## src/rtl/srw_pkg.sv

```systemverilog
`default_nettype none

package srw_pkg;

  localparam int PAY_W   = 32;
  localparam int KIND_W  = 3;
  localparam int WSIZE_W = 4;

  localparam logic [WSIZE_W-1:0] WSIZE_RESET = 4'd8;

  localparam logic [KIND_W-1:0] KIND_DELIVERED = 3'd0;
  localparam logic [KIND_W-1:0] KIND_BUFFERED  = 3'd1;
  localparam logic [KIND_W-1:0] KIND_OUTSIDE   = 3'd2;
  localparam logic [KIND_W-1:0] KIND_ACK       = 3'd3;
  localparam logic [KIND_W-1:0] KIND_NO_ACK    = 3'd4;

  localparam logic CMD_FRAME = 1'b0;
  localparam logic CMD_ACK   = 1'b1;

endpackage

`default_nettype wire

```

## src/rtl/selective_repeat_receive_window.sv

```systemverilog
// An item passes the input queue and the working registers; its results leave registered.
// A frame passes the idle and classify states; further slots of a run leave from ST_DELIV.
// An ack query scans one slot per cycle while the output is free, up to window_size slots.
// A 2-entry input queue lets new items enter while results wait on out_ready.
// Reset (synchronous, rst_n low): base 1, head slot 0, all slots empty and unacked,
// window_size 8; slot payload storage is not cleared.
`default_nettype none

module selective_repeat_receive_window #(
  parameter int WINDOW   = 8,
  parameter int SEQ_BITS = 16
) (
  input  wire logic                          clk,
  input  wire logic                          rst_n,
  input  wire logic                          in_valid,
  output logic                               in_ready,
  input  wire logic                          in_command,
  input  wire logic [SEQ_BITS-1:0]           in_frame_seq,
  input  wire logic [srw_pkg::PAY_W-1:0]     in_frame_payload,
  output logic                               out_valid,
  input  wire logic                          out_ready,
  output logic [srw_pkg::KIND_W-1:0]         out_result_kind,
  output logic [SEQ_BITS-1:0]                out_result_seq,
  output logic [srw_pkg::PAY_W-1:0]          out_delivered_payload,
  output logic                               out_last,
  input  wire logic                          cfg_we,
  input  wire logic [srw_pkg::WSIZE_W-1:0]   cfg_wdata
);

  import srw_pkg::*;

  logic                q_valid;
  logic                q_pop;
  logic                q_is_ack;
  logic [SEQ_BITS-1:0] q_seq;
  logic [PAY_W-1:0]    q_pay;

  srw_front #(
    .SEQ_BITS(SEQ_BITS)
  ) u_front (
    .clk             (clk),
    .rst_n           (rst_n),
    .in_valid        (in_valid),
    .in_ready        (in_ready),
    .in_command      (in_command),
    .in_frame_seq    (in_frame_seq),
    .in_frame_payload(in_frame_payload),
    .q_valid         (q_valid),
    .q_pop           (q_pop),
    .q_is_ack        (q_is_ack),
    .q_seq           (q_seq),
    .q_pay           (q_pay)
  );

  srw_back #(
    .WINDOW  (WINDOW),
    .SEQ_BITS(SEQ_BITS)
  ) u_back (
    .clk                  (clk),
    .rst_n                (rst_n),
    .cfg_we               (cfg_we),
    .cfg_wdata            (cfg_wdata),
    .q_valid              (q_valid),
    .q_pop                (q_pop),
    .q_is_ack             (q_is_ack),
    .q_seq                (q_seq),
    .q_pay                (q_pay),
    .out_valid            (out_valid),
    .out_ready            (out_ready),
    .out_result_kind      (out_result_kind),
    .out_result_seq       (out_result_seq),
    .out_delivered_payload(out_delivered_payload),
    .out_last             (out_last)
  );

endmodule

`default_nettype wire

```

## src/rtl/srw_ram.sv

```systemverilog
`default_nettype none

module srw_ram #(
  parameter int WIDTH = 32,
  parameter int DEPTH = 8,
  parameter int AW    = (DEPTH > 1) ? $clog2(DEPTH) : 1
) (
  input  wire logic             clk,
  input  wire logic             we,
  input  wire logic [AW-1:0]    waddr,
  input  wire logic [WIDTH-1:0] wdata,
  input  wire logic             re,
  input  wire logic [AW-1:0]    raddr,
  output logic      [WIDTH-1:0] rdata_r
);

  logic [WIDTH-1:0] mem [DEPTH];

  always_ff @(posedge clk) begin
    if (we) begin
      mem[waddr] <= wdata;
    end
    if (re) begin
      rdata_r <= mem[raddr];
    end
  end

endmodule

`default_nettype wire

```

## src/rtl/srw_front.sv

```systemverilog
`default_nettype none

module srw_front #(
  parameter int SEQ_BITS = 16
) (
  input  wire logic                        clk,
  input  wire logic                        rst_n,
  input  wire logic                        in_valid,
  output logic                             in_ready,
  input  wire logic                        in_command,
  input  wire logic [SEQ_BITS-1:0]         in_frame_seq,
  input  wire logic [srw_pkg::PAY_W-1:0]   in_frame_payload,
  output logic                             q_valid,
  input  wire logic                        q_pop,
  output logic                             q_is_ack,
  output logic [SEQ_BITS-1:0]              q_seq,
  output logic [srw_pkg::PAY_W-1:0]        q_pay
);

  import srw_pkg::*;

  logic                cmd_r [2];
  logic [SEQ_BITS-1:0] seq_r [2];
  logic [PAY_W-1:0]    pay_r [2];
  logic                wp_r, wp_nxt;
  logic                rp_r, rp_nxt;
  logic [1:0]          cnt_r, cnt_nxt;
  logic                push;
  logic                pop;

  assign in_ready = (cnt_r != 2'd2);
  assign push     = in_valid && in_ready;
  assign q_valid  = (cnt_r != 2'd0);
  assign pop      = q_pop && q_valid;
  assign q_is_ack = (cmd_r[rp_r] == CMD_ACK);
  assign q_seq    = seq_r[rp_r];
  assign q_pay    = pay_r[rp_r];

  always_comb begin
    wp_nxt  = push ? ~wp_r : wp_r;
    rp_nxt  = pop ? ~rp_r : rp_r;
    cnt_nxt = cnt_r;
    if (push && !pop) begin
      cnt_nxt = cnt_r + 2'd1;
    end else if (pop && !push) begin
      cnt_nxt = cnt_r - 2'd1;
    end
  end

  always_ff @(posedge clk) begin
    if (!rst_n) begin
      wp_r  <= 1'b0;
      rp_r  <= 1'b0;
      cnt_r <= 2'd0;
    end else begin
      wp_r  <= wp_nxt;
      rp_r  <= rp_nxt;
      cnt_r <= cnt_nxt;
    end
  end

  always_ff @(posedge clk) begin
    if (push) begin
      cmd_r[wp_r] <= in_command;
      seq_r[wp_r] <= in_frame_seq;
      pay_r[wp_r] <= in_frame_payload;
    end
  end

endmodule

`default_nettype wire

```

## src/rtl/srw_back.sv

```systemverilog
`default_nettype none

module srw_back #(
  parameter int WINDOW   = 8,
  parameter int SEQ_BITS = 16
) (
  input  wire logic                          clk,
  input  wire logic                          rst_n,
  input  wire logic                          cfg_we,
  input  wire logic [srw_pkg::WSIZE_W-1:0]   cfg_wdata,
  input  wire logic                          q_valid,
  output logic                               q_pop,
  input  wire logic                          q_is_ack,
  input  wire logic [SEQ_BITS-1:0]           q_seq,
  input  wire logic [srw_pkg::PAY_W-1:0]     q_pay,
  output logic                               out_valid,
  input  wire logic                          out_ready,
  output logic [srw_pkg::KIND_W-1:0]         out_result_kind,
  output logic [SEQ_BITS-1:0]                out_result_seq,
  output logic [srw_pkg::PAY_W-1:0]          out_delivered_payload,
  output logic                               out_last
);

  import srw_pkg::*;

  localparam int SLOT_W = (WINDOW > 1) ? $clog2(WINDOW) : 1;
  localparam int CNT_W  = $clog2(WINDOW + 1);
  localparam int SUM_W  = ((SLOT_W > CNT_W) ? SLOT_W : CNT_W) + 1;
  localparam int CMP_W  = ((SEQ_BITS > CNT_W) ? SEQ_BITS : CNT_W) + 1;

  localparam logic [1:0] ST_IDLE  = 2'd0;
  localparam logic [1:0] ST_CLASS = 2'd1;
  localparam logic [1:0] ST_SCAN  = 2'd2;
  localparam logic [1:0] ST_DELIV = 2'd3;

  logic [1:0]          state_r, state_nxt;
  logic                is_ack_r, is_ack_nxt;
  logic [SEQ_BITS-1:0] seq_r, seq_nxt;
  logic [PAY_W-1:0]    pay_r, pay_nxt;
  logic [SEQ_BITS-1:0] base_r, base_nxt;
  logic [SLOT_W-1:0]   head_r, head_nxt;
  logic [WINDOW-1:0]   full_r, full_nxt;
  logic [WINDOW-1:0]   acked_r, acked_nxt;
  logic [CNT_W-1:0]    cnt_r, cnt_nxt;
  logic [WSIZE_W-1:0]  wsize_r;

  logic                out_valid_r, out_valid_nxt;
  logic [KIND_W-1:0]   kind_r, kind_nxt;
  logic [SEQ_BITS-1:0] oseq_r, oseq_nxt;
  logic [PAY_W-1:0]    opay_r, opay_nxt;
  logic                last_r, last_nxt;

  logic                ram_we;
  logic [SLOT_W-1:0]   ram_waddr;
  logic                ram_re;
  logic [SLOT_W-1:0]   ram_raddr;
  logic [PAY_W-1:0]    ram_rdata;

  logic [CNT_W-1:0]    win;
  logic [CMP_W-1:0]    off_x;
  logic [CNT_W-1:0]    off_c;
  logic                in_win;
  logic [SLOT_W-1:0]   nh;
  logic                cont;
  logic                out_free;
  logic [SLOT_W-1:0]   off_slot;
  logic [SLOT_W-1:0]   scan_slot;
  logic [SEQ_BITS-1:0] scan_seq;
  logic                scan_end;

  function automatic logic [SLOT_W-1:0] slot_of(input logic [SLOT_W-1:0] h,
                                                input logic [CNT_W-1:0] o);
    logic [SUM_W-1:0] sum;
    sum = SUM_W'(h) + SUM_W'(o);
    if (sum >= SUM_W'(WINDOW)) begin
      sum = sum - SUM_W'(WINDOW);
    end
    return sum[SLOT_W-1:0];
  endfunction

  always_comb begin
    if (wsize_r == '0) begin
      win = CNT_W'(1);
    end else if (8'(wsize_r) > 8'(WINDOW)) begin
      win = CNT_W'(WINDOW);
    end else begin
      win = CNT_W'(wsize_r);
    end
  end

  assign off_x     = CMP_W'(SEQ_BITS'(seq_r - base_r));
  assign in_win    = (off_x < CMP_W'(win));
  assign off_c     = off_x[CNT_W-1:0];
  assign off_slot  = slot_of(head_r, off_c);
  assign scan_slot = slot_of(head_r, cnt_r);
  assign scan_seq  = SEQ_BITS'(CMP_W'(base_r) + CMP_W'(cnt_r));
  assign scan_end  = ((CNT_W + 1)'(cnt_r) + (CNT_W + 1)'(1) >= (CNT_W + 1)'(win));
  assign nh        = (head_r == SLOT_W'(WINDOW - 1)) ? '0 : head_r + SLOT_W'(1);
  assign cont      = ((CNT_W + 1)'(cnt_r) + (CNT_W + 1)'(1) < (CNT_W + 1)'(win))
                     && full_r[nh];
  assign out_free  = !out_valid_r || out_ready;

  srw_ram #(
    .WIDTH(PAY_W),
    .DEPTH(WINDOW)
  ) u_slot_ram (
    .clk    (clk),
    .we     (ram_we),
    .waddr  (ram_waddr),
    .wdata  (pay_r),
    .re     (ram_re),
    .raddr  (ram_raddr),
    .rdata_r(ram_rdata)
  );

  always_comb begin
    state_nxt     = state_r;
    is_ack_nxt    = is_ack_r;
    seq_nxt       = seq_r;
    pay_nxt       = pay_r;
    base_nxt      = base_r;
    head_nxt      = head_r;
    full_nxt      = full_r;
    acked_nxt     = acked_r;
    cnt_nxt       = cnt_r;
    out_valid_nxt = out_ready ? 1'b0 : out_valid_r;
    kind_nxt      = kind_r;
    oseq_nxt      = oseq_r;
    opay_nxt      = opay_r;
    last_nxt      = last_r;
    q_pop         = 1'b0;
    ram_we        = 1'b0;
    ram_waddr     = off_slot;
    ram_re        = 1'b0;
    ram_raddr     = nh;

    case (state_r)
      ST_IDLE: begin
        if (q_valid) begin
          q_pop      = 1'b1;
          is_ack_nxt = q_is_ack;
          seq_nxt    = q_seq;
          pay_nxt    = q_pay;
          cnt_nxt    = '0;
          state_nxt  = q_is_ack ? ST_SCAN : ST_CLASS;
        end
      end
      ST_CLASS: begin
        if (out_free) begin
          out_valid_nxt = 1'b1;
          oseq_nxt      = seq_r;
          opay_nxt      = '0;
          last_nxt      = 1'b1;
          state_nxt     = ST_IDLE;
          if (!in_win) begin
            kind_nxt = KIND_OUTSIDE;
          end else if (off_c != '0) begin
            kind_nxt           = KIND_BUFFERED;
            ram_we             = 1'b1;
            full_nxt[off_slot] = 1'b1;
          end else begin
            kind_nxt         = KIND_DELIVERED;
            opay_nxt         = pay_r;
            last_nxt         = !cont;
            full_nxt[head_r] = 1'b0;
            acked_nxt[head_r] = 1'b0;
            head_nxt         = nh;
            base_nxt         = base_r + SEQ_BITS'(1);
            ram_re           = 1'b1;
            cnt_nxt          = cnt_r + CNT_W'(1);
            state_nxt        = cont ? ST_DELIV : ST_IDLE;
          end
        end
      end
      ST_DELIV: begin
        if (out_free) begin
          out_valid_nxt     = 1'b1;
          kind_nxt          = KIND_DELIVERED;
          oseq_nxt          = base_r;
          opay_nxt          = ram_rdata;
          last_nxt          = !cont;
          full_nxt[head_r]  = 1'b0;
          acked_nxt[head_r] = 1'b0;
          head_nxt          = nh;
          base_nxt          = base_r + SEQ_BITS'(1);
          ram_re            = 1'b1;
          cnt_nxt           = cnt_r + CNT_W'(1);
          state_nxt         = cont ? ST_DELIV : ST_IDLE;
        end
      end
      ST_SCAN: begin
        if (out_free) begin
          if (full_r[scan_slot] && !acked_r[scan_slot]) begin
            out_valid_nxt        = 1'b1;
            kind_nxt             = KIND_ACK;
            oseq_nxt             = scan_seq;
            opay_nxt             = '0;
            last_nxt             = 1'b1;
            acked_nxt[scan_slot] = 1'b1;
            state_nxt            = ST_IDLE;
          end else if (scan_end) begin
            out_valid_nxt = 1'b1;
            kind_nxt      = KIND_NO_ACK;
            oseq_nxt      = '1;
            opay_nxt      = '0;
            last_nxt      = 1'b1;
            state_nxt     = ST_IDLE;
          end else begin
            cnt_nxt = cnt_r + CNT_W'(1);
          end
        end
      end
      default: begin
        state_nxt = ST_IDLE;
      end
    endcase
  end

  always_ff @(posedge clk) begin
    if (!rst_n) begin
      state_r     <= ST_IDLE;
      base_r      <= SEQ_BITS'(1);
      head_r      <= '0;
      full_r      <= '0;
      acked_r     <= '0;
      cnt_r       <= '0;
      wsize_r     <= WSIZE_RESET;
      out_valid_r <= 1'b0;
    end else begin
      state_r     <= state_nxt;
      base_r      <= base_nxt;
      head_r      <= head_nxt;
      full_r      <= full_nxt;
      acked_r     <= acked_nxt;
      cnt_r       <= cnt_nxt;
      out_valid_r <= out_valid_nxt;
      if (cfg_we) begin
        wsize_r <= cfg_wdata;
      end
    end
  end

  always_ff @(posedge clk) begin
    is_ack_r <= is_ack_nxt;
    seq_r    <= seq_nxt;
    pay_r    <= pay_nxt;
    kind_r   <= kind_nxt;
    oseq_r   <= oseq_nxt;
    opay_r   <= opay_nxt;
    last_r   <= last_nxt;
  end

  assign out_valid             = out_valid_r;
  assign out_result_kind       = kind_r;
  assign out_result_seq        = oseq_r;
  assign out_delivered_payload = opay_r;
  assign out_last              = last_r && !is_ack_r || last_r && is_ack_r;

endmodule

`default_nettype wire

```

## config.mk

```make
export PLATFORM = sky130hd
export DESIGN_NAME = selective_repeat_receive_window
export DESIGN_NICKNAME = d
export VERILOG_FILES = /design/src/rtl/srw_pkg.sv /design/src/rtl/selective_repeat_receive_window.sv /design/src/rtl/srw_ram.sv /design/src/rtl/srw_front.sv /design/src/rtl/srw_back.sv
export SDC_FILE = /design/constraint.sdc
export NUM_CORES = 1
export LEC_CHECK = 0
export BUFFER_PORTS_ARGS = -buffer_cell sky130_fd_sc_hd__buf_2
export CORE_MARGIN = 4
export CORE_UTILIZATION = 40
export CTS_CLUSTER_DIAMETER = 200
export DETAILED_ROUTE_END_ITERATION = 8
export GPL_TIMING_DRIVEN = 0
export PLACE_DENSITY = 0.56
export REMOVE_ABC_BUFFERS = 1
export SKIP_LAST_GASP = 1
export SYNTH_ARGS = -nofsm -noshare
export SYNTH_HDL_FRONTEND = slang
export SYNTH_SLANG_ARGS = --single-unit
export TNS_END_PERCENT = 50
```

## constraint.sdc

```tcl
create_clock -name clk -period 8.85 [get_ports clk]
set_clock_uncertainty 0.15 [all_clocks]
set_input_delay 1.77 -clock clk [delete_from_list [all_inputs] [get_ports clk]]
set_output_delay 1.77 -clock clk [all_outputs]
set_load 0.01 [all_outputs]
```

After elaboration in Yosys (flattened, before gate mapping)
Memory sizes are Yosys's and may differ from the RTL's. A register that Yosys moved wholly into a read port is not among the register bits.
Cells that the tools add are included.
Widths: inputs -> output; s select.
{ "totals": {"ff_bits": 103, "mem_bits_rw": 354, "input_bits": 58, "elab_cells": 215, "mem_count": 4} }
{ "op_classes": {"n_addsub": 12, "order_cmp": 13, "eq_ne": 15, "mux": 114, "bitwise_logic": 7, "n_reduce_logical": 34} }
{ "memory_table": {"columns": ["memory", "depth", "word_bits", "rd", "rd_ports_with_merged_regs", "write_ports", "line_no", "rtl"], "rows": [
  ["u_back.u_slot_ram.mem", 8, 32, 1, 1, 1, "srw_ram.sv:17", "logic [WIDTH-1:0] mem [DEPTH];"],
  ["u_front.pay_r", 2, 32, 1, 1, 1, "srw_front.sv:24", "logic [PAY_W-1:0] pay_r [2];"],
  ["u_front.seq_r", 2, 16, 1, 1, 1, "srw_front.sv:23", "logic [SEQ_BITS-1:0] seq_r [2];"],
  ["u_front.cmd_r", 2, 1, 1, 1, 1, "srw_front.sv:22", "logic cmd_r [2];"]
]} }
{ "ops": {"columns": ["cell", "count"], "rows": [
  ["$mux 32", 7],
  ["$mux 16", 9],
  ["$pmux 32 s3", 1],
  ["$mux 8", 10],
  ["$pmux 16 s3", 1],
  ["$mux 4", 10],
  ["$mux 3", 13],
  ["$mux 1", 35],
  ["$pmux 16 s2", 1],
  ["$mux 2", 12],
  ["$pmux 8 s3", 1],
  ["$add 16x1->16 const B", 1],
  ["$add 16x4->16", 1],
  ["$and 8x8->8", 2],
  ["$lt 16x4->1", 1],
  ["$lt 3x4->1 const B", 4],
  ["$or 8x8->8", 2],
  ["$pmux 4 s4", 1],
  ["$pmux 8 s2", 1],
  ["$sub 16x16->16", 1],
  ["$reduce_and 5->1", 3],
  ["$logic_and 1x1->1", 11],
  ["$add 3x4->5", 2],
  ["$ge 5x4->1 const B", 2],
  ["other kinds (37)", 63]
]} }

Depth between registers and ports, before layout
Gate-level depths: netlist (run 1).
{ "depth": {"word_depth": 13, "mapped_depth": 17, "mapped_depth_nobuf": 15} }

Hierarchy
A second synthesis (run 1) with hierarchy kept.
{ "unflattened": {"cells_unflattened": 1329, "hier_area_um2": 22206.3} }
{ "modules_own_cells": {"columns": ["module", "instances", "cells_each", "area_each_um2", "seq_area_each_um2"], "rows": [
  ["srw_ram", 1, 415, 10786.6, 8648.3],
  ["srw_back", 1, 738, 7648.6, 3923.8],
  ["srw_front", 1, 176, 3771.1, 3042.9]
]} }

Least setup slack after synthesis (run 1)
OpenSTA, ideal clock, no wires.
{ "synth_path": {"kind": "register to register", "start": "register u_back.cnt_r[0]", "end": "register u_back.last_r, enable pin", "setup_time_ns": 0.526, "arrival_time_ns": 5.503, "slack_ns": 2.670, "path_stages_with_launch": 8, "path_buffers": 0, "path_cell_list": "dfxtp_1 -> ha_1 -> fa_1 -> or3b_2 -> o31ai_1 -> mux4_2 -> nor4_1 -> nor3_1"} }
{ "synth_between": {"elab_chain_cells": 9, "elab_cells_between_ends": 14, "cone_classes": "3 x add/sub; 2 x order compare; 1 x eq/ne; 5 x mux; 3 x reduce/logical"} }
{ "synth_lines": {"columns": ["element", "line_no", "rtl"], "rows": [
  ["start, declared", "srw_back.sv:44", "logic [CNT_W-1:0] cnt_r, cnt_nxt;"],
  ["start signal, assigned", "srw_back.sv:235", "cnt_r <= cnt_nxt;"],
  ["$add 3x4->5", "srw_back.sv:74", "sum = SUM_W'(h) + SUM_W'(o);"],
  ["$ge 5x4->1 or $sub 3x1->3 (tied branches)", "srw_back.sv:75, srw_back.sv:76", null],
  ["$mux 3", "srw_back.sv:75", "if (sum >= SUM_W'(WINDOW)) begin"],
  ["$bmux 1 s3", "srw_back.sv:193", "if (full_r[scan_slot] && !acked_r[scan_slot]) begin"],
  ["$mux 1 (implied by the code)", "srw_back.sv:193", null],
  ["$logic_not 1->1", "srw_back.sv:193", null],
  ["$logic_and 1x1->1", "srw_back.sv:193", null],
  ["$ne 3x1->1 (no source line) *", null, null],
  ["$reduce_and 5->1 (no source line) *", null, null],
  ["end signal, assigned", "srw_back.sv:250", "last_r <= last_nxt;"],
  ["end, declared", "srw_back.sv:51", "logic last_r, last_nxt;"]
]} }
Every way passes the cells marked *; elsewhere a longest branch is shown, timed or not. The select of a mux whose other input is x is not followed.
A chain may end at the register's enable or synchronous reset.

Final worst setup path (run 1)
{ "layout_path": {"start": "register u_back.base_r[1]", "end": "memory u_back.u_slot_ram.mem[2][22], enable pin"} }
{ "layout_between": {"elab_chain_cells": 8, "elab_cells_between_ends": 13, "cone_classes": "3 x add/sub; 2 x order compare; 7 x mux; 1 x reduce/logical"} }
{ "layout_lines": {"columns": ["element", "line_no", "rtl"], "rows": [
  ["start, declared", "srw_back.sv:40", "logic [SEQ_BITS-1:0] base_r, base_nxt;"],
  ["start signal, assigned", "srw_back.sv:231", "base_r <= base_nxt;"],
  ["$sub 16x16->16 *", "srw_back.sv:91", "assign off_x = CMP_W'(SEQ_BITS'(seq_r - base_r));"],
  ["branches (longest 7 deep; another with $lt 16x4->1)", null, null],
  ["end, declared", "srw_ram.sv:17", null]
]} }
Every way passes the cells marked *.

==> results of run 1 <==
cell type report:
| cell class | count | share of cell area |
|---|---|---|
| multi-input cells | 788 | 0.237 |
| inverters | 51 | 0.00757 |
| clock inverters | 25 | 0.0101 |
| clock buffers | 77 | 0.0594 |
| repair buffers | 140 | 0.0417 |
| well taps | 696 | 0.0340 |
| flip-flops and latches | 537 | 0.610 |
layer usage:
| layer | wire length [um] | part of all wire | track usage |
|---|---|---|---|
| met5 | 21 | 0.00042 | 0 |
| met1 | 21700 | 0.43 | 0.223 |
| met2 | 24300 | 0.49 | 0.280 |
| met4 | 1620 | 0.032 | 0.0572 |
| met3 | 2370 | 0.047 | 0.0323 |
final timing paths:
path | from | end | depth (start not counted)
worst max-delay path | u_back.base_r[1]$_SDFFE_PN0P_ | u_back.u_slot_ram.mem[2][22]$_DFFE_PP_ | 17
worst min-delay path | u_back.base_r[6]$_SDFFE_PN0P_ | u_back.base_r[6]$_SDFFE_PN0P_ | 2
worst max register to register | u_back.base_r[1]$_SDFFE_PN0P_ | u_back.u_slot_ram.mem[2][22]$_DFFE_PP_ | 17
worst min register to register | u_back.base_r[6]$_SDFFE_PN0P_ | u_back.base_r[6]$_SDFFE_PN0P_ | 2
synth_stat cells (all sizes together) (32+ instances only):
cell type,n
edfxtp,486
nor2,97
nand2,91
a21oi,70
mux2,68
o21ai,63
clkbuf,55
dfxtp,51
inv,51
mux4,34
ha,33
a22o,32
power groups by stage:
stage          logic (mW)  registers (mW)  clock network, mW
2_1_floorplan       0.837            3.59                  0
3_3_place_gp         1.31            3.68                  0
3_5_place_dp         1.39            3.65                  0
4_1_cts              1.40            3.60               2.34
5_1_grt              1.53            3.64               2.45
6_report             1.38            3.59               2.28
worst max-delay path, stage by stage, from the launching register on:
cell	delay [ns]
sky130_fd_sc_hd__dfxtp_1	0.43
sky130_fd_sc_hd__inv_1	0.16
sky130_fd_sc_hd__ha_1	0.31
sky130_fd_sc_hd__nand2b_1	0.09
sky130_fd_sc_hd__nand2b_1	0.06
sky130_fd_sc_hd__a21oi_1	0.17
sky130_fd_sc_hd__xnor2_1	0.17
sky130_fd_sc_hd__ha_1	0.29
sky130_fd_sc_hd__a221oi_1	0.27
sky130_fd_sc_hd__nand3_1	0.11
sky130_fd_sc_hd__nor4_1	0.30
sky130_fd_sc_hd__nand4_1	0.22
sky130_fd_sc_hd__nor3_1	0.20
sky130_fd_sc_hd__and4bb_2	0.36
sky130_fd_sc_hd__nand3_1	0.31
sky130_fd_sc_hd__nor3_2	0.70
sky130_fd_sc_hd__buf_6	0.26
sky130_fd_sc_hd__buf_6	0.19
registers in the layout (all words and copies together) (netlist names), named ones only:
register                      count
u_front.wp_r                      1
u_back.out_result_seq            16
u_back.u_slot_ram.rdata_r        32
u_back.acked_r                    8
u_back.out_result_kind            3
u_front.pay_r                    64
u_back.cnt_r                      4
u_back.pay_r                     32
u_front.cnt_r                     2
u_back.base_r                    16
u_front.rp_r                      1
u_back.last_r                     1
u_front.seq_r                    32
u_back.u_slot_ram.mem           256
u_back.state_r                    2
u_front.cmd_r                     2
u_back.head_r                     3
u_back.wsize_r                    4
u_back.out_valid                  1
u_back.full_r                     8
u_back.seq_r                     16
u_back.out_delivered_payload     32
stage by stage:
stage,hold WS [ns],utilization
floorplan,0.293,-
global placement,0.306,0.428
detailed placement,0.322,0.439
CTS,0.328,0.472
global route,0.361,0.472
finish,0.326,0.472
cell families after synthesis:
kind of cell    after synthesis  share of synthesized area
compound gates              290                     0.0902
xor+xnor                     29                     0.0115
fa+ha+maj                    37                     0.0223
buf+inv                     128                     0.0231
flops                       537                      0.707
mux                         121                     0.0779
simple gates                311                     0.0682
==> flow_results.xml, run 1 <==
<?xml version="1.0" encoding="UTF-8"?>
<metrics>
  <group name="cts">
    <metric name="depth_of_the_cts_h_tree" unit="">2</metric>
    <metric name="clockRootBuffer" unit="">sky130_fd_sc_hd__clkbuf_16</metric>
    <metric name="cts-buffers-inserted" unit="">56</metric>
    <metric name="postCtsSetupBuffers" unit="">0</metric>
    <metric name="post_cts_hold_fix_bufs" unit="">0</metric>
    <metric name="clock-sinks" unit="">537</metric>
    <metric name="clkTransAtPathRegs" unit="ns">0.06</metric>
    <metric name="post_cts_resize_count" unit="">0</metric>
    <metric name="clock_latency" unit="ns">0.62</metric>
    <metric name="max-clock-path-buffers" unit="">3</metric>
    <metric name="tritoncts" unit="">built</metric>
  </group>
  <group name="die">
    <metric name="starting_density_of_the_core" unit="">0.407</metric>
    <metric name="boundaryPins" unit="">112</metric>
    <metric name="die_h" unit="um">243</metric>
    <metric name="core_region_area" unit="um^2">54200</metric>
    <metric name="die-width" unit="um">243</metric>
    <metric name="die-area" unit="um^2">59100</metric>
    <metric name="rows" unit="">85</metric>
  </group>
  <group name="setup_path">
    <metric name="setup.worst_path.start_class" unit="">flop</metric>
    <metric name="required" unit="ns">9.03</metric>
    <metric name="crit_path_end_kind" unit="">flop</metric>
    <metric name="reg2reg_setup_slack" unit="ns">3.81</metric>
    <metric name="ws_path_type" unit="">flop to flop</metric>
    <metric name="critical_path_peak_fanout" unit="">9</metric>
    <metric name="critPathArrivalTime" unit="ns">5.21</metric>
  </group>
  <group name="final_layout">
    <metric name="layout_commonest_cell" unit="">sky130_fd_sc_hd__edfxtp_1</metric>
    <metric name="final_nets" unit="">1669</metric>
    <metric name="layout.filler_cells" unit="">4683</metric>
    <metric name="flow.area_growth_from_synthesis" unit="%">15.9</metric>
    <metric name="post-route-cell-area" unit="um^2">25600</metric>
    <metric name="drive_above_1_share" unit="">0.223</metric>
    <metric name="area_occupied_by_multi_input_gates" unit="um^2">6080</metric>
    <metric name="regArea" unit="um^2">15600</metric>
    <metric name="final_cell_mix" unit="">sky130_fd_sc_hd__edfxtp_1, sky130_fd_sc_hd__buf_2, sky130_fd_sc_hd__nand2_1</metric>
    <metric name="antenna_cells_inserted" unit="">0</metric>
    <metric name="instances_no_fill" unit="">2314</metric>
  </group>
  <group name="placed_design">
    <metric name="detailed_place.area" unit="um^2">23800</metric>
    <metric name="detailed_placer_s_ending_hpwl" unit="um">31000</metric>
    <metric name="port_buf_inserts" unit="">111</metric>
    <metric name="detailedPlace.worstSlack" unit="ns">3.38</metric>
    <metric name="final_replace_weighted_congestion" unit="">0.825</metric>
    <metric name="dp_cells" unit="">2212</metric>
  </group>
  <group name="route">
    <metric name="first_iter_violations" unit="">739</metric>
    <metric name="detail_route.vias_per_cell" unit="">5.47</metric>
    <metric name="detail_route.first_pass.iterations" unit="">5</metric>
    <metric name="antenna_left" unit="">0</metric>
    <metric name="finalWirelength" unit="um">50000</metric>
    <metric name="wl_per_cell" unit="um">21.6</metric>
    <metric name="via_count" unit="">12658</metric>
    <metric name="detail_route.drc_violations" unit="">0</metric>
  </group>
  <group name="yosys">
    <metric name="ys_seq_elements" unit="">537</metric>
    <metric name="netlist_cell_types" unit="">68</metric>
    <metric name="synthesis.yosys.warnings" unit="">0</metric>
    <metric name="synth_top_area_cell" unit="">sky130_fd_sc_hd__edfxtp_1</metric>
    <metric name="syn_inst" unit="">1453</metric>
    <metric name="synth_edf_count" unit="">486</metric>
    <metric name="post-synth-top-area-fraction" unit="">0.661</metric>
    <metric name="dominantRegCellSynth" unit="">sky130_fd_sc_hd__edfxtp_1</metric>
    <metric name="synthTopCellsByArea" unit="">sky130_fd_sc_hd__edfxtp_1, sky130_fd_sc_hd__dfxtp_1, sky130_fd_sc_hd__mux2_2</metric>
    <metric name="post_syn_area_per_cell" unit="um^2">15.2</metric>
    <metric name="ys_seq_area_frac" unit="">0.707</metric>
    <metric name="post_synth_instance_area" unit="um^2">22100</metric>
    <metric name="async_flop_share" unit="">0</metric>
  </group>
  <group name="pwr">
    <metric name="power_frac_clock" unit="">0.315</metric>
    <metric name="power_density" unit="nW/um^2">283</metric>
    <metric name="design_power_total" unit="mW">7.24</metric>
    <metric name="irDropWorstVdd" unit="uV">161</metric>
    <metric name="part_of_the_power_in_combinational_logic" unit="">0.190</metric>
    <metric name="power_switching" unit="mW">2.11</metric>
    <metric name="cellInternalPower" unit="mW">5.13</metric>
    <metric name="leakage" unit="nW">8.54</metric>
    <metric name="power.switching_fraction" unit="">0.291</metric>
    <metric name="sequentialPowerShare" unit="">0.495</metric>
  </group>
  <group name="sta">
    <metric name="setup_viol" unit="">0</metric>
    <metric name="final_period_utilization" unit="">0.569</metric>
    <metric name="timing_hold_violations_final" unit="">0</metric>
    <metric name="finalSetupTns" unit="ns">0</metric>
    <metric name="report.final.slew_viol_count" unit="">0</metric>
    <metric name="unrepaired_setup_endpoints_after_global_routing" unit="">no</metric>
    <metric name="maxClockFrequency" unit="GHz">0.199</metric>
    <metric name="period_needed" unit="ns">5.04</metric>
    <metric name="post-route-worst-setup-slack" unit="ns">3.81</metric>
    <metric name="maxSlewHeadroom" unit="">0.181</metric>
    <metric name="worst-slew-pin-transition" unit="ns">1.23</metric>
  </group>
  <group name="outcome">
    <metric name="outcome" unit="">finished, final reports clean</metric>
  </group>
  <group name="worst_hold_path">
    <metric name="hold_path_class" unit="">flop to flop</metric>
  </group>
  <group name="global_routing">
    <metric name="number_of_antenna_violations_at_the_first_check_in_global_routing" unit="">2</metric>
    <metric name="number_of_global_route_vias_before_repair" unit="">12880</metric>
    <metric name="grt_usage" unit="">0.168</metric>
    <metric name="global_route_wire_length_before_repair" unit="um">77400</metric>
    <metric name="grt_max_degree" unit="">67</metric>
    <metric name="gr-total-overflow" unit="">0</metric>
  </group>
  <group name="job">
    <metric name="max_cap_viols" unit="">0</metric>
  </group>
</metrics>
No activity file was read; power rests on OpenSTA's default activity.
==> run 2, diff against run 1 <==
==> constraint.sdc (replaced) <==
create_clock -name clk -period 4.7 [get_ports clk]
set_clock_uncertainty 0.15 [all_clocks]
set_input_delay 0.94 -clock clk [delete_from_list [all_inputs] [get_ports clk]]
set_output_delay 0.94 -clock clk [all_outputs]
set_load 0.01 [all_outputs]
==> run 2 against run 1 <==
Critical endpoint is now u_back.full_r[2]$_SDFFE_PN0P_. Sequential power increased by 88%. Non-clock buffer count increased by 18. Sequential share of layout area decreased by 0.59 points.
==> flow_results.xml, run 2 (synthesis results as in run 1) <==
<?xml version="1.0" encoding="UTF-8"?>
<metrics>
  <group name="cts">
    <metric name="clkTransAtPathRegs" unit="ns">0.06</metric>
    <metric name="clock-sinks" unit="">537</metric>
    <metric name="depth_of_the_cts_h_tree" unit="">2</metric>
    <metric name="cts-buffers-inserted" unit="">56</metric>
    <metric name="max-clock-path-buffers" unit="">3</metric>
    <metric name="clock_latency" unit="ns">0.62</metric>
    <metric name="tritoncts" unit="">built</metric>
    <metric name="post_cts_hold_fix_bufs" unit="">0</metric>
    <metric name="clockRootBuffer" unit="">sky130_fd_sc_hd__clkbuf_16</metric>
  </group>
  <group name="sta">
    <metric name="unrepaired_setup_endpoints_after_global_routing" unit="">yes</metric>
    <metric name="maxSlewHeadroom" unit="">0.0639</metric>
    <metric name="worst-slew-pin-transition" unit="ns">1.39</metric>
    <metric name="period_needed" unit="ns">4.43</metric>
    <metric name="setup_viol" unit="">0</metric>
    <metric name="final_period_utilization" unit="">0.943</metric>
    <metric name="report.final.slew_viol_count" unit="">0</metric>
    <metric name="maxClockFrequency" unit="GHz">0.226</metric>
    <metric name="timing_hold_violations_final" unit="">0</metric>
  </group>
  <group name="die">
    <metric name="die-width" unit="um">243</metric>
    <metric name="core_region_area" unit="um^2">54200</metric>
    <metric name="die_h" unit="um">243</metric>
    <metric name="boundaryPins" unit="">112</metric>
    <metric name="starting_density_of_the_core" unit="">0.407</metric>
    <metric name="die-area" unit="um^2">59100</metric>
    <metric name="rows" unit="">85</metric>
  </group>
  <group name="route">
    <metric name="detail_route.vias_per_cell" unit="">5.46</metric>
    <metric name="finalWirelength" unit="um">50400</metric>
    <metric name="antenna_left" unit="">0</metric>
    <metric name="via_count" unit="">12749</metric>
    <metric name="detail_route.first_pass.iterations" unit="">5</metric>
    <metric name="first_iter_violations" unit="">766</metric>
    <metric name="detail_route.drc_violations" unit="">0</metric>
    <metric name="wl_per_cell" unit="um">21.6</metric>
  </group>
  <group name="setup_path">
    <metric name="critical_path_peak_fanout" unit="">20</metric>
    <metric name="required" unit="ns">5.04</metric>
    <metric name="slowest_delay" unit="ns">0.70</metric>
    <metric name="crit_family" unit="">compound AO/OA/AOI/OAI gates</metric>
    <metric name="critPathArrivalTime" unit="ns">4.77</metric>
    <metric name="crit_path_end_kind" unit="">flop</metric>
    <metric name="setup.worst_path.start_class" unit="">flop</metric>
    <metric name="ws_path_type" unit="">flop to flop</metric>
    <metric name="timing.critical_path.buf_inv" unit="">1</metric>
    <metric name="reg2reg_setup_slack" unit="ns">0.27</metric>
    <metric name="library_cell_contributing_the_largest_single_delay_on_the_critical_path" unit="">sky130_fd_sc_hd__o41ai_1</metric>
    <metric name="worstPathCellList" unit="">ha_1 &gt; inv_1 &gt; fa_1 &gt; xor2_1 &gt; ha_1 &gt; a221oi_1 &gt; nand3_1 &gt; nor4_1 &gt; nand4_1 &gt; nor4_4 &gt; a31oi_4 &gt; o41ai_1 &gt; o22ai_1</metric>
    <metric name="cell_mode_on_critical_path" unit="">sky130_fd_sc_hd__ha_1</metric>
  </group>
  <group name="job">
    <metric name="max_cap_viols" unit="">0</metric>
  </group>
  <group name="global_routing">
    <metric name="global_route_wire_length_before_repair" unit="um">77700</metric>
    <metric name="grt_usage" unit="">0.169</metric>
    <metric name="number_of_global_route_vias_before_repair" unit="">12953</metric>
    <metric name="number_of_antenna_violations_at_the_first_check_in_global_routing" unit="">2</metric>
    <metric name="grt_max_degree" unit="">67</metric>
    <metric name="gr-total-overflow" unit="">0</metric>
  </group>
  <group name="pwr">
    <metric name="design_power_total" unit="mW">13.7</metric>
    <metric name="power_density" unit="nW/um^2">529</metric>
    <metric name="irDropWorstVdd" unit="uV">303</metric>
    <metric name="leakage" unit="nW">8.67</metric>
  </group>
  <group name="worst_hold_path">
    <metric name="hold_path_class" unit="">flop to flop</metric>
  </group>
  <group name="placed_design">
    <metric name="detailed_place.area" unit="um^2">23800</metric>
    <metric name="port_buf_inserts" unit="">111</metric>
    <metric name="detailed_placer_s_ending_hpwl" unit="um">31000</metric>
    <metric name="final_replace_weighted_congestion" unit="">0.825</metric>
    <metric name="dp_cells" unit="">2212</metric>
  </group>
  <group name="final_layout">
    <metric name="final_cell_mix" unit="">sky130_fd_sc_hd__edfxtp_1, sky130_fd_sc_hd__buf_2, sky130_fd_sc_hd__nand2_1</metric>
    <metric name="layout.filler_cells" unit="">4659</metric>
    <metric name="final_util" unit="">0.477</metric>
    <metric name="largest_register_ffs" unit="">256</metric>
    <metric name="final_nets" unit="">1688</metric>
    <metric name="flow.area_growth_from_synthesis" unit="%">17.1</metric>
    <metric name="layout_commonest_cell" unit="">sky130_fd_sc_hd__edfxtp_1</metric>
    <metric name="area_occupied_by_multi_input_gates" unit="um^2">6140</metric>
    <metric name="regArea" unit="um^2">15600</metric>
    <metric name="post-route-cell-area" unit="um^2">25900</metric>
    <metric name="instances_no_fill" unit="">2334</metric>
    <metric name="drive_above_1_share" unit="">0.236</metric>
    <metric name="register_containing_the_most_flip_flops_in_the_final_layout" unit="">u_back.u_slot_ram.mem</metric>
    <metric name="reg.largest.list" unit="">u_back.u_slot_ram.mem (256), u_front.pay_r (64)</metric>
  </group>
  <group name="outcome">
    <metric name="outcome" unit="">finished, final reports clean</metric>
  </group>
</metrics>
==> run 2: cell count changes in the layout (fill, tap and decap cells not counted), moves of 2 or more <==
cell	before	now
sky130_fd_sc_hd__buf_4	2	16
sky130_fd_sc_hd__dfxtp_1	49	47
sky130_fd_sc_hd__dfxtp_2	0	2
sky130_fd_sc_hd__nand3_1	25	23
sky130_fd_sc_hd__buf_12	10	14
sky130_fd_sc_hd__nor3_4	0	2
sky130_fd_sc_hd__nor3_2	3	1
==> run 2: where the power goes <==
group | internal [mW] | total, mW | leakage [nW] | switching (mW)
Combinational | 0.985 | 2.64 | 2.93 | 1.66
Clock | 2.48 | 4.28 | 0.864 | 1.80
Sequential | 6.21 | 6.76 | 4.88 | 0.552
Total | 9.68 | 13.7 | 8.67 | 4.01
==> run 2: layout make-up <==
| cell class | count | share of cell area |
|---|---|---|
| sequential | 537 | 0.604 |
| multi-input combinational | 789 | 0.237 |
| clock buffer | 77 | 0.0588 |
| timing repair buffer | 158 | 0.0484 |
| tap | 696 | 0.0337 |
| clock inverter | 25 | 0.0100 |
| inverter | 51 | 0.00750 |
| antenna | 1 | 0.0000967 |
==> run 2: metal layers <==
metal | up-vias | track usage | wire (um)
li1 | 5939 | - | -
met1 | 6404 | 0.222 | 21800
met2 | 302 | 0.282 | 24700
met3 | 100 | 0.0326 | 2290
met4 | 4 | 0.0572 | 1570
met5 | - | 0 | 21
==> run 2: repair_timing <==
| action | CTS | global route |
|---|---|---|
| pin swaps | 6 | 4 |
| setup endpoints to repair | 199 | 193 |
| cloned | 0 | 1 |
| gates resized for setup | 3 | 7 |
| setup buffers | 9 | 9 |
==> run 2: stage by stage <==
stage | hold WS [ns] | setup TNS (ns) | setup slack, ns
finish | 0.325 | 0 | 0.270
global route | 0.319 | -1.09 | -0.0715
CTS | 0.309 | -3.57 | -0.118
detailed placement | 0.322 | -32.19 | -0.451
global placement | 0.306 | -1769.47 | -7.95
floorplan | 0.293 | -369.18 | -3.13
==> run 2: path summary, 6_finish.rpt <==
path,cells past startpoint,from,to
max,13,u_back.base_r[0]$_SDFFE_PN1P_,u_back.full_r[2]$_SDFFE_PN0P_
min,2,u_back.base_r[6]$_SDFFE_PN0P_,u_back.base_r[6]$_SDFFE_PN0P_
max reg2reg,13,u_back.base_r[0]$_SDFFE_PN1P_,u_back.full_r[2]$_SDFFE_PN0P_
min reg2reg,2,u_back.base_r[6]$_SDFFE_PN0P_,u_back.base_r[6]$_SDFFE_PN0P_
==> run 2: worst min-delay path: stages, from the launching register on <==
cell and delay (ns):
sky130_fd_sc_hd__dfxtp_1 0.32, sky130_fd_sc_hd__nand2_1 0.06, sky130_fd_sc_hd__mux2i_1 0.05
